<file path="src/sv/pavf_pkg.sv">
`default_nettype none
package pavf_pkg;

  localparam int MAX_SLOTS           = 4;
  localparam int ATTRIBUTES_DEFAULT  = 4;
  localparam int QUEUE_DEPTH_DEFAULT = 2;

  localparam int CFG_INDEX_W = 3;
  localparam int CFG_DATA_W  = 53;

  localparam logic [CFG_INDEX_W-1:0] REG_TOPOLOGY    = 3'd0;
  localparam logic [CFG_INDEX_W-1:0] REG_INDEX_COUNT = 3'd1;
  localparam logic [CFG_INDEX_W-1:0] REG_ENABLE_MASK = 3'd2;
  localparam logic [CFG_INDEX_W-1:0] REG_ATTR0       = 3'd3;

  localparam logic [1:0] TOPO_LINE     = 2'd1;
  localparam logic [1:0] TOPO_TRIANGLE = 2'd2;

  localparam logic [1:0] LINE_VERTS     = 2'd2;
  localparam logic [1:0] TRIANGLE_VERTS = 2'd3;

  localparam logic CMD_INDEX   = 1'b0;
  localparam logic CMD_RESTART = 1'b1;

  localparam logic [2:0] MAX_COMPONENTS = 3'd4;

  typedef struct packed {
    logic        command;
    logic [15:0] vertex_index;
  } pavf_in_t;

  typedef struct packed {
    logic        request_valid;
    logic [1:0]  attribute_slot;
    logic [31:0] fetch_address;
    logic [2:0]  component_count;
    logic        component_type;
    logic        default_w_one;
    logic [1:0]  vertex_slot;
    logic        primitive_end;
    logic        last;
  } pavf_out_t;

  typedef struct packed {
    logic        position;
    logic        ctype;
    logic [2:0]  count;
    logic [15:0] stride;
    logic [31:0] base;
  } pavf_layout_t;

  typedef struct packed {
    logic [15:0] vertex_index;
    logic [1:0]  vertex_slot;
    logic        primitive_end;
  } pavf_job_t;

  typedef struct packed {
    logic full;
    logic empty;
  } pavf_queue_status_t;

endpackage
`default_nettype wire

</file>
<file path="src/sv/pavf_front.sv">
`default_nettype none
module pavf_front
  import pavf_pkg::*;
(
  input  wire logic               clk,
  input  wire logic               rst,
  input  wire logic               in_valid,
  output logic                    in_ready,
  input  wire pavf_in_t           in_data,
  input  wire logic [1:0]         topology,
  input  wire logic [23:0]        index_count,
  input  wire pavf_queue_status_t q_status,
  output logic                    push,
  output pavf_job_t               push_job
);

  logic [23:0] read_count, read_count_next;
  logic [1:0]  slot_counter, slot_counter_next;
  logic [1:0]  nv;
  logic        accept, fits, pend;

  always_comb begin
    case (topology)
      TOPO_LINE:     nv = LINE_VERTS;
      TOPO_TRIANGLE: nv = TRIANGLE_VERTS;
      default:       nv = 2'd0;
    endcase
  end

  assign in_ready = !q_status.full;
  assign accept   = in_valid && in_ready;

  // a new primitive starts only if all its vertices fit in the draw
  assign fits = (slot_counter != 2'd0) ||
                (({1'b0, read_count} + 25'(nv)) <= {1'b0, index_count});
  assign pend = ({1'b0, slot_counter} + 3'd1) >= {1'b0, nv};

  assign push = accept && (in_data.command == CMD_INDEX) && (nv != 2'd0) && fits;

  assign push_job.vertex_index  = in_data.vertex_index;
  assign push_job.vertex_slot   = slot_counter;
  assign push_job.primitive_end = pend;

  always_comb begin
    read_count_next   = read_count;
    slot_counter_next = slot_counter;
    if (accept && in_data.command == CMD_RESTART) begin
      read_count_next   = '0;
      slot_counter_next = '0;
    end else if (push) begin
      read_count_next   = read_count + 24'd1;
      slot_counter_next = pend ? 2'd0 : slot_counter + 2'd1;
    end
  end

  always_ff @(posedge clk) begin
    if (rst) begin
      read_count   <= '0;
      slot_counter <= '0;
    end else begin
      read_count   <= read_count_next;
      slot_counter <= slot_counter_next;
    end
  end

endmodule
`default_nettype wire

</file>
<file path="src/sv/pavf_queue.sv">
`default_nettype none
module pavf_queue
  import pavf_pkg::*;
#(
  parameter int DEPTH = QUEUE_DEPTH_DEFAULT
) (
  input  wire logic         clk,
  input  wire logic         rst,
  input  wire logic         push,
  input  wire pavf_job_t    push_job,
  input  wire logic         pop,
  output pavf_job_t         head,
  output pavf_queue_status_t status
);

  localparam int AW = (DEPTH > 1) ? $clog2(DEPTH) : 1;
  localparam int CW = $clog2(DEPTH + 1);
  localparam logic [AW-1:0] LAST_PTR = AW'(DEPTH - 1);

  pavf_job_t         entries [DEPTH];
  logic [AW-1:0]     wr_ptr, rd_ptr;
  logic [CW-1:0]     count;

  assign head         = entries[rd_ptr];
  assign status.full  = (count == CW'(DEPTH));
  assign status.empty = (count == '0);

  always_ff @(posedge clk) begin
    if (push) begin
      entries[wr_ptr] <= push_job;
    end
  end

  always_ff @(posedge clk) begin
    if (rst) begin
      wr_ptr <= '0;
      rd_ptr <= '0;
      count  <= '0;
    end else begin
      if (push) begin
        wr_ptr <= (wr_ptr == LAST_PTR) ? '0 : wr_ptr + AW'(1);
      end
      if (pop) begin
        rd_ptr <= (rd_ptr == LAST_PTR) ? '0 : rd_ptr + AW'(1);
      end
      case ({push, pop})
        2'b10:   count <= count + CW'(1);
        2'b01:   count <= count - CW'(1);
        default: count <= count;
      endcase
    end
  end

endmodule
`default_nettype wire

</file>
<file path="src/sv/pavf_back.sv">
`default_nettype none
module pavf_back
  import pavf_pkg::*;
#(
  parameter int NUM_SLOTS = MAX_SLOTS
) (
  input  wire logic                          clk,
  input  wire logic                          rst,
  input  wire logic [3:0]                    enable_mask,
  input  wire pavf_layout_t [NUM_SLOTS-1:0]  layouts,
  input  wire pavf_queue_status_t            q_status,
  input  wire pavf_job_t                     head,
  output logic                               pop,
  output logic                               out_valid,
  input  wire logic                          out_ready,
  output pavf_out_t                          out_data
);

  pavf_job_t              cur;
  logic                   cur_valid;
  logic [NUM_SLOTS-1:0]   rem, rem_clr;
  logic [1:0]             sel;
  pavf_layout_t           lay;
  logic                   adv, finishing;
  logic [31:0]            product;
  pavf_out_t              result;

  // pick the lowest pending slot
  always_comb begin
    sel = '0;
    lay = '0;
    for (int j = NUM_SLOTS - 1; j >= 0; j--) begin
      if (rem[j]) begin
        sel = 2'(j);
        lay = layouts[j];
      end
    end
    for (int j = 0; j < NUM_SLOTS; j++) begin
      rem_clr[j] = rem[j] && (2'(j) != sel);
    end
  end

  assign product = 32'(lay.stride) * 32'(cur.vertex_index);

  always_comb begin
    result               = '0;
    result.vertex_slot   = cur.vertex_slot;
    result.primitive_end = cur.primitive_end;
    if (rem == '0) begin
      // vertex without any enabled attribute: one marker beat
      result.last = 1'b1;
    end else begin
      result.request_valid   = 1'b1;
      result.attribute_slot  = sel;
      result.fetch_address   = lay.base + product;
      result.component_count = (lay.count > MAX_COMPONENTS) ? 3'd0 : lay.count;
      result.component_type  = lay.ctype;
      result.default_w_one   = lay.position;
      result.last            = (rem_clr == '0);
    end
  end

  assign adv       = !out_valid || out_ready;
  assign finishing = cur_valid && adv && (rem_clr == '0);
  // load the next vertex in the cycle its predecessor emits its last beat
  assign pop       = !q_status.empty && (!cur_valid || finishing);

  always_ff @(posedge clk) begin
    if (rst) begin
      cur_valid <= 1'b0;
      rem       <= '0;
      out_valid <= 1'b0;
    end else begin
      if (pop) begin
        cur_valid <= 1'b1;
        rem       <= enable_mask[NUM_SLOTS-1:0];
      end else begin
        if (finishing) begin
          cur_valid <= 1'b0;
        end
        if (cur_valid && adv) begin
          rem <= rem_clr;
        end
      end
      if (adv) begin
        out_valid <= cur_valid;
      end
    end
  end

  always_ff @(posedge clk) begin
    if (pop) begin
      cur <= head;
    end
    if (cur_valid && adv) begin
      out_data <= result;
    end
  end

endmodule
`default_nettype wire

</file>
<file path="src/sv/primitive_assembly_vertex_fetch.sv">
`default_nettype none
// Groups a stream of 16-bit vertex indices into line or triangle primitives
// and issues one fetch request per enabled attribute slot for every vertex
// of a primitive that fits in the programmed index count (a marker beat
// when no slot is enabled). The front end takes one input beat per cycle
// while the vertex queue is not full; restart and dropped beats produce
// nothing. The back end emits one result beat per cycle unless out_ready
// stalls it, and its per-slot multiply-add stage sets the sustained rate.
// A QUEUE_DEPTH-entry (default two) vertex queue sits between the two; a
// vertex then passes the current-vertex and output registers before its
// first result. Program the registers only while the block is idle.
module primitive_assembly_vertex_fetch
  import pavf_pkg::*;
#(
  parameter int ATTRIBUTES  = ATTRIBUTES_DEFAULT,
  parameter int QUEUE_DEPTH = QUEUE_DEPTH_DEFAULT
) (
  input  wire logic                   clk,
  input  wire logic                   rst,
  input  wire logic                   in_valid,
  output logic                        in_ready,
  input  wire pavf_in_t               in_data,
  output logic                        out_valid,
  input  wire logic                   out_ready,
  output pavf_out_t                   out_data,
  input  wire logic                   cfg_we,
  input  wire logic [CFG_INDEX_W-1:0] cfg_index,
  input  wire logic [CFG_DATA_W-1:0]  cfg_data
);

  localparam int NUM_SLOTS = (ATTRIBUTES < MAX_SLOTS) ? ATTRIBUTES : MAX_SLOTS;

  logic [1:0]                    topology;
  logic [23:0]                   index_count;
  logic [3:0]                    enable_mask;
  pavf_layout_t [NUM_SLOTS-1:0]  layouts;

  pavf_queue_status_t q_status;
  pavf_job_t          push_job, head;
  logic               push, pop;

  always_ff @(posedge clk) begin
    if (rst) begin
      topology    <= '0;
      index_count <= '0;
      enable_mask <= '0;
      layouts     <= '0;
    end else if (cfg_we) begin
      case (cfg_index)
        REG_TOPOLOGY:    topology    <= cfg_data[1:0];
        REG_INDEX_COUNT: index_count <= cfg_data[23:0];
        REG_ENABLE_MASK: enable_mask <= cfg_data[3:0];
        default: begin
          for (int i = 0; i < NUM_SLOTS; i++) begin
            if (int'(cfg_index) == int'(REG_ATTR0) + i) begin
              layouts[i] <= cfg_data;
            end
          end
        end
      endcase
    end
  end

  pavf_front u_front (
    .clk         (clk),
    .rst         (rst),
    .in_valid    (in_valid),
    .in_ready    (in_ready),
    .in_data     (in_data),
    .topology    (topology),
    .index_count (index_count),
    .q_status    (q_status),
    .push        (push),
    .push_job    (push_job)
  );

  pavf_queue #(
    .DEPTH (QUEUE_DEPTH)
  ) u_queue (
    .clk      (clk),
    .rst      (rst),
    .push     (push),
    .push_job (push_job),
    .pop      (pop),
    .head     (head),
    .status   (q_status)
  );

  pavf_back #(
    .NUM_SLOTS (NUM_SLOTS)
  ) u_back (
    .clk         (clk),
    .rst         (rst),
    .enable_mask (enable_mask),
    .layouts     (layouts),
    .q_status    (q_status),
    .head        (head),
    .pop         (pop),
    .out_valid   (out_valid),
    .out_ready   (out_ready),
    .out_data    (out_data)
  );

  a_marker_last: assert property (@(posedge clk) disable iff (rst)
    out_valid && !out_data.request_valid |-> out_data.last)
    else $error("marker beat without last");

  a_marker_clean: assert property (@(posedge clk) disable iff (rst)
    out_valid && !out_data.request_valid |->
      out_data.fetch_address == 32'd0 && out_data.component_count == 3'd0)
    else $error("marker beat carries request fields");

  a_no_pop_empty: assert property (@(posedge clk) disable iff (rst)
    pop |-> !q_status.empty)
    else $error("vertex queue popped while empty");

  a_reset_idle: assert property (@(posedge clk)
    rst |=> !out_valid)
    else $error("output valid right after reset");

endmodule
`default_nettype wire
</file>
<file path="config.mk">
export PLATFORM = sky130hd
export DESIGN_NAME = primitive_assembly_vertex_fetch
export DESIGN_NICKNAME = d
export VERILOG_FILES = /design/src/sv/pavf_pkg.sv /design/src/sv/pavf_front.sv /design/src/sv/pavf_queue.sv /design/src/sv/pavf_back.sv /design/src/sv/primitive_assembly_vertex_fetch.sv
export SDC_FILE = /design/constraint.sdc
export NUM_CORES = 2
export LEC_CHECK = 0
export BUFFER_PORTS_ARGS = -buffer_cell sky130_fd_sc_hd__buf_2
export CAP_MARGIN = 25
export CORE_MARGIN = 10
export CORE_UTILIZATION = 61
export CTS_BUF_LIST = sky130_fd_sc_hd__clkbuf_4
export CTS_CLUSTER_SIZE = 14
export DETAILED_ROUTE_END_ITERATION = 8
export PLACE_DENSITY = 0.78
export SETUP_SLACK_MARGIN = 0.1
export SYNTH_ARGS = -nofsm -noshare
export SYNTH_HDL_FRONTEND = slang
export SYNTH_HIERARCHICAL = 1
export SYNTH_SLANG_ARGS = --single-unit
</file>
<file path="constraint.sdc">
create_clock -name clk -period 9.7 [get_ports clk]
set_clock_uncertainty 0.2 [all_clocks]
set_input_delay 0.97 -clock clk [delete_from_list [all_inputs] [get_ports clk]]
set_output_delay 0.97 -clock clk [all_outputs]
set_load 0.01 [all_outputs]
</file>
==> results by group <==
Outcome
  – Run status: completed

Setup path
  – Crit path top cell by count: fa_1
  – Critical path capture point type: register
  – R2r worst-path depth: 28
  – CP Data Required Time: roughly 10 ns
  – CP arrival: 8.12 ns
  – Kind of critical path: register to register
  – Critical Path Slowest Stage Cell: buf_4
  – CP peak stage delay: 0.56 ns
  – Crit path max fanout: 53
  – CP Launch Type: register

Synthesis
  – Net Count, Synth: 3263
  – FFs w/ async S/R, synth: 0%
  – Cells after synthesis: 2827
  – Avg Inst Size Synth: ~9.6 um^2
  – Cell taking the most area after synthesis: dfxtp_1
  – Synth Flop Type: dfxtp_1
  – Post-synth top area share: 20.7%
  – Count leader, synth: inv_1
  – Netlist Area Pre-Place: 27000 um^2
  – Sequential area share after synthesis: about a third
  – Yosys cell types: 76
  – Most frequent cells after synthesis: 352 x inv_1, 302 x nand2b_1, 279 x dfxtp_1
  – Top cells by area, synth: dfxtp_1 21%, fa_1 17%, edfxtp_1 11%, mux2i_1 9.1%, nand2b_1 7.0%
  – Post-synth EDFFs: 101
  – Yosys warning total: 6
  – Register bit total from synthesis: 380

Route
  – Metal-1 WL: 27.7 mm
  – DR top layer: met4
  – Pre-antenna DRT Iters: 7
  – Iter 0 DRT Violations: ~1400
  – Routed wire length per instance: roughly 19 um
  – Detail Route Antenna Nets: 0
  – Met2 wire len: 32.8 mm
  – Vias/cell: approximately 5.6
  – Via count: 20000
  – Met3 wire length: 3.85 mm
  – DRC: 0
  – DRT Wirelength: 66.3 mm

Global routing
  – Initial antenna violation count: 1
  – Overall routing resource usage: 25.1%
  – Largest net degree at the start of global routing: about 160
  – Total gr overflow: 0
  – Global-route wire length before repair: roughly 110 mm
  – Vias in the first global route: 21000

Clocking
  – Post-CTS resize count: 0
  – Hold_buf cts: 0
  – CTS HTree Levels: 3
  – Setup Fix Bufs, Post-CTS: 0
  – Clk buf depth: 3
  – CTS clock-pin slew for the worst setup and hold paths: roughly 0.070 ns
  – Total CTS buffers: 99
  – Root Driver: clkbuf_4
  – TritonCTS clock tree: yes
  – Clock Sink Count: 380
  – Clk_lat worst skew: between 0.8 and 0.9 ns

Power
  – Sequential fraction of design power: 51.1%
  – Sw power: 0.00109 W
  – VDD IR max: 0.109 mV
  – Comb pwr share: between 9 and 10%
  – Cell internal pwr: 0.00267 W
  – Clock power share: 39.0%
  – Net Sw Frac: roughly 29%
  – Leakage: approximately 14 nW
  – Power Density: 129 nW/um^2

Timing
  – RSZ-0062 raised after global routing: no
  – Worst Tran Pin Value: about 1.1 ns
  – Max_slew headroom: 26.9%
  – Fin. Hold Viols: 0
  – Final period util: 80.1%
  – Final min period: around 8 ns
  – # setup viols final: 0
  – Post-route setup TNS: 0 ns
  – Max-slew violations: 0
  – Fmax: 0.129 GHz

Placement
  – Input/output buffers: 123
  – Routability cong.: 0.943
  – Placed cells: between 3000 and 4000
  – DP HPWL: 48.0 mm

Cells and area
  – Final Non-Filler Cells: 3581
  – Syn-to-layout area delta: 8.04%
  – FILL cells: approximately 3500
  – Register Area: 8630 um^2
  – Final nets: between 3000 and 4000
  – Multi-input gate area: 16300 um^2
  – Fraction of layout cells with a size suffix above 1: 12.5%
  – Layout Utilization: around two thirds

Hold path
  – Worst hold path depth: 1
  – HP Class: input pin to register

Floorplanning
  – Initial Utilization: between 60% and 70%
  – Die H: 230 um
  – Die area: 53100 um^2
  – Die width: 230 um
  – Core footprint: approximately 44000 um^2
  – Ports: 124
  – # rows: 77

Run
  – MaxCap Viol Count: 0
## cell usage in the layout (no fill, tap or decap), types with 4 or more instances in the layout
cell type,synthesis,layout
nand4_1,13,13
inv_1,352,351
nor2_1,144,144
nor2b_1,6,5
o31ai_1,21,21
a22oi_1,51,51
ha_1,131,131
buf_4,18,31
buf_2,43,123
o21bai_1,5,5
and3_1,7,7
o21ai_0,22,22
clkbuf_4,0,155
xnor2_1,31,31
nand2b_1,302,302
clkinv_1,0,9
a21oi_1,141,141
or4_1,17,17
nand3_1,27,27
nand4b_1,4,4
nand2_1,227,227
xor2_1,22,22
nor3_1,12,11
or3_1,8,8
mux2i_1,245,245
and2_1,126,126
mux2_2,19,19
a31oi_1,5,5
clkinv_2,0,7
fa_1,227,227
o21ai_1,39,39
a21o_1,11,11
edfxtp_1,101,101
dfxtp_1,279,276
## routing by layer
metal / vias to the layer above / track usage (%)
met1: 9808 / 31.0
met3: 131 / 4.45
li1: 9413 / -
met5: - / 0
met4: 0 / 10.1
met2: 616 / 43.0
## area by class of cell
cell class / count / share of cell area (%)
antenna: 1 / 0.00858
timing repair buffer: 155 / 2.95
sequential: 380 / 29.6
clock inverter: 22 / 0.545
tap: 592 / 2.54
clock buffer: 155 / 3.99
inverter: 353 / 4.54
multi-input combinational: 1923 / 55.9
## state kept, by name, summed over array words and instances, names as in the netlist, 2 cells and up, named ones only
name / count
u_back/cur: 19
u_front/read_count: 24
u_queue/count: 2
enable_mask: 4
u_front/slot_counter: 2
topology: 2
u_back/rem: 4
u_queue/entries: 38
u_back/out_data: 44
index_count: 24
layouts: 212
## kinds of logic after synthesis
group | after synthesis | share of synthesized area, %
simple gates | 917 | 18.0
buf+inv | 524 | 7.85
compound gates | 330 | 7.71
mux | 264 | 9.87
xor+xnor | 53 | 1.72
fa+ha+maj | 359 | 22.9
flops | 380 | 31.9
## critical path: cells and delay by family (launching register included)
kind	cells	cell delay [ns]
AOI/OAI and AO/OA	8	1.44
xor gates and xnor gates	1	0.15
adders and majority gates	7	3.48
buffers and inverters	7	1.06
DFF	1	0.44
and+or+nand+nor	5	0.67
## power by group through the flow
| stage | sequential (W) | clock, W | combinational (W) |
|---|---|---|---|
| floorplan | 0.00184 | 0 | 0.000298 |
| global placement | 0.00194 | 0 | 0.000361 |
| detailed placement | 0.00195 | 0 | 0.000372 |
| CTS | 0.00192 | 0.00150 | 0.000374 |
| global route | 0.00193 | 0.00158 | 0.000400 |
| finish | 0.00192 | 0.00146 | 0.000371 |
## metrics by stage
step	hold WS [ns]	setup WS (ns)	cell area [um^2]	power, W
3_5_place_dp	0.207	1.99	27800	0.00232
6_report	0.137	1.93	29200	0.00375
4_1_cts	0.0466	1.96	29200	0.00379
2_1_floorplan	0.200	2.61	27000	0.00214
3_3_place_gp	0.202	2.06	27800	0.00230
5_1_grt	0.0703	1.50	29200	0.00391
## final timing paths
kind | endpoint | slack (ns) | from
max reg2reg | u_back/out_data[38] | 1.93 | u_back/rem[2]
max | u_back/out_data[38] | 1.93 | u_back/rem[2]
min reg2reg | u_back/out_data[2] | 0.23 | u_back/cur[1]
min | u_queue/entries[0][13] | 0.14 | in_data[10]
(Power assumes the default switching activity.)
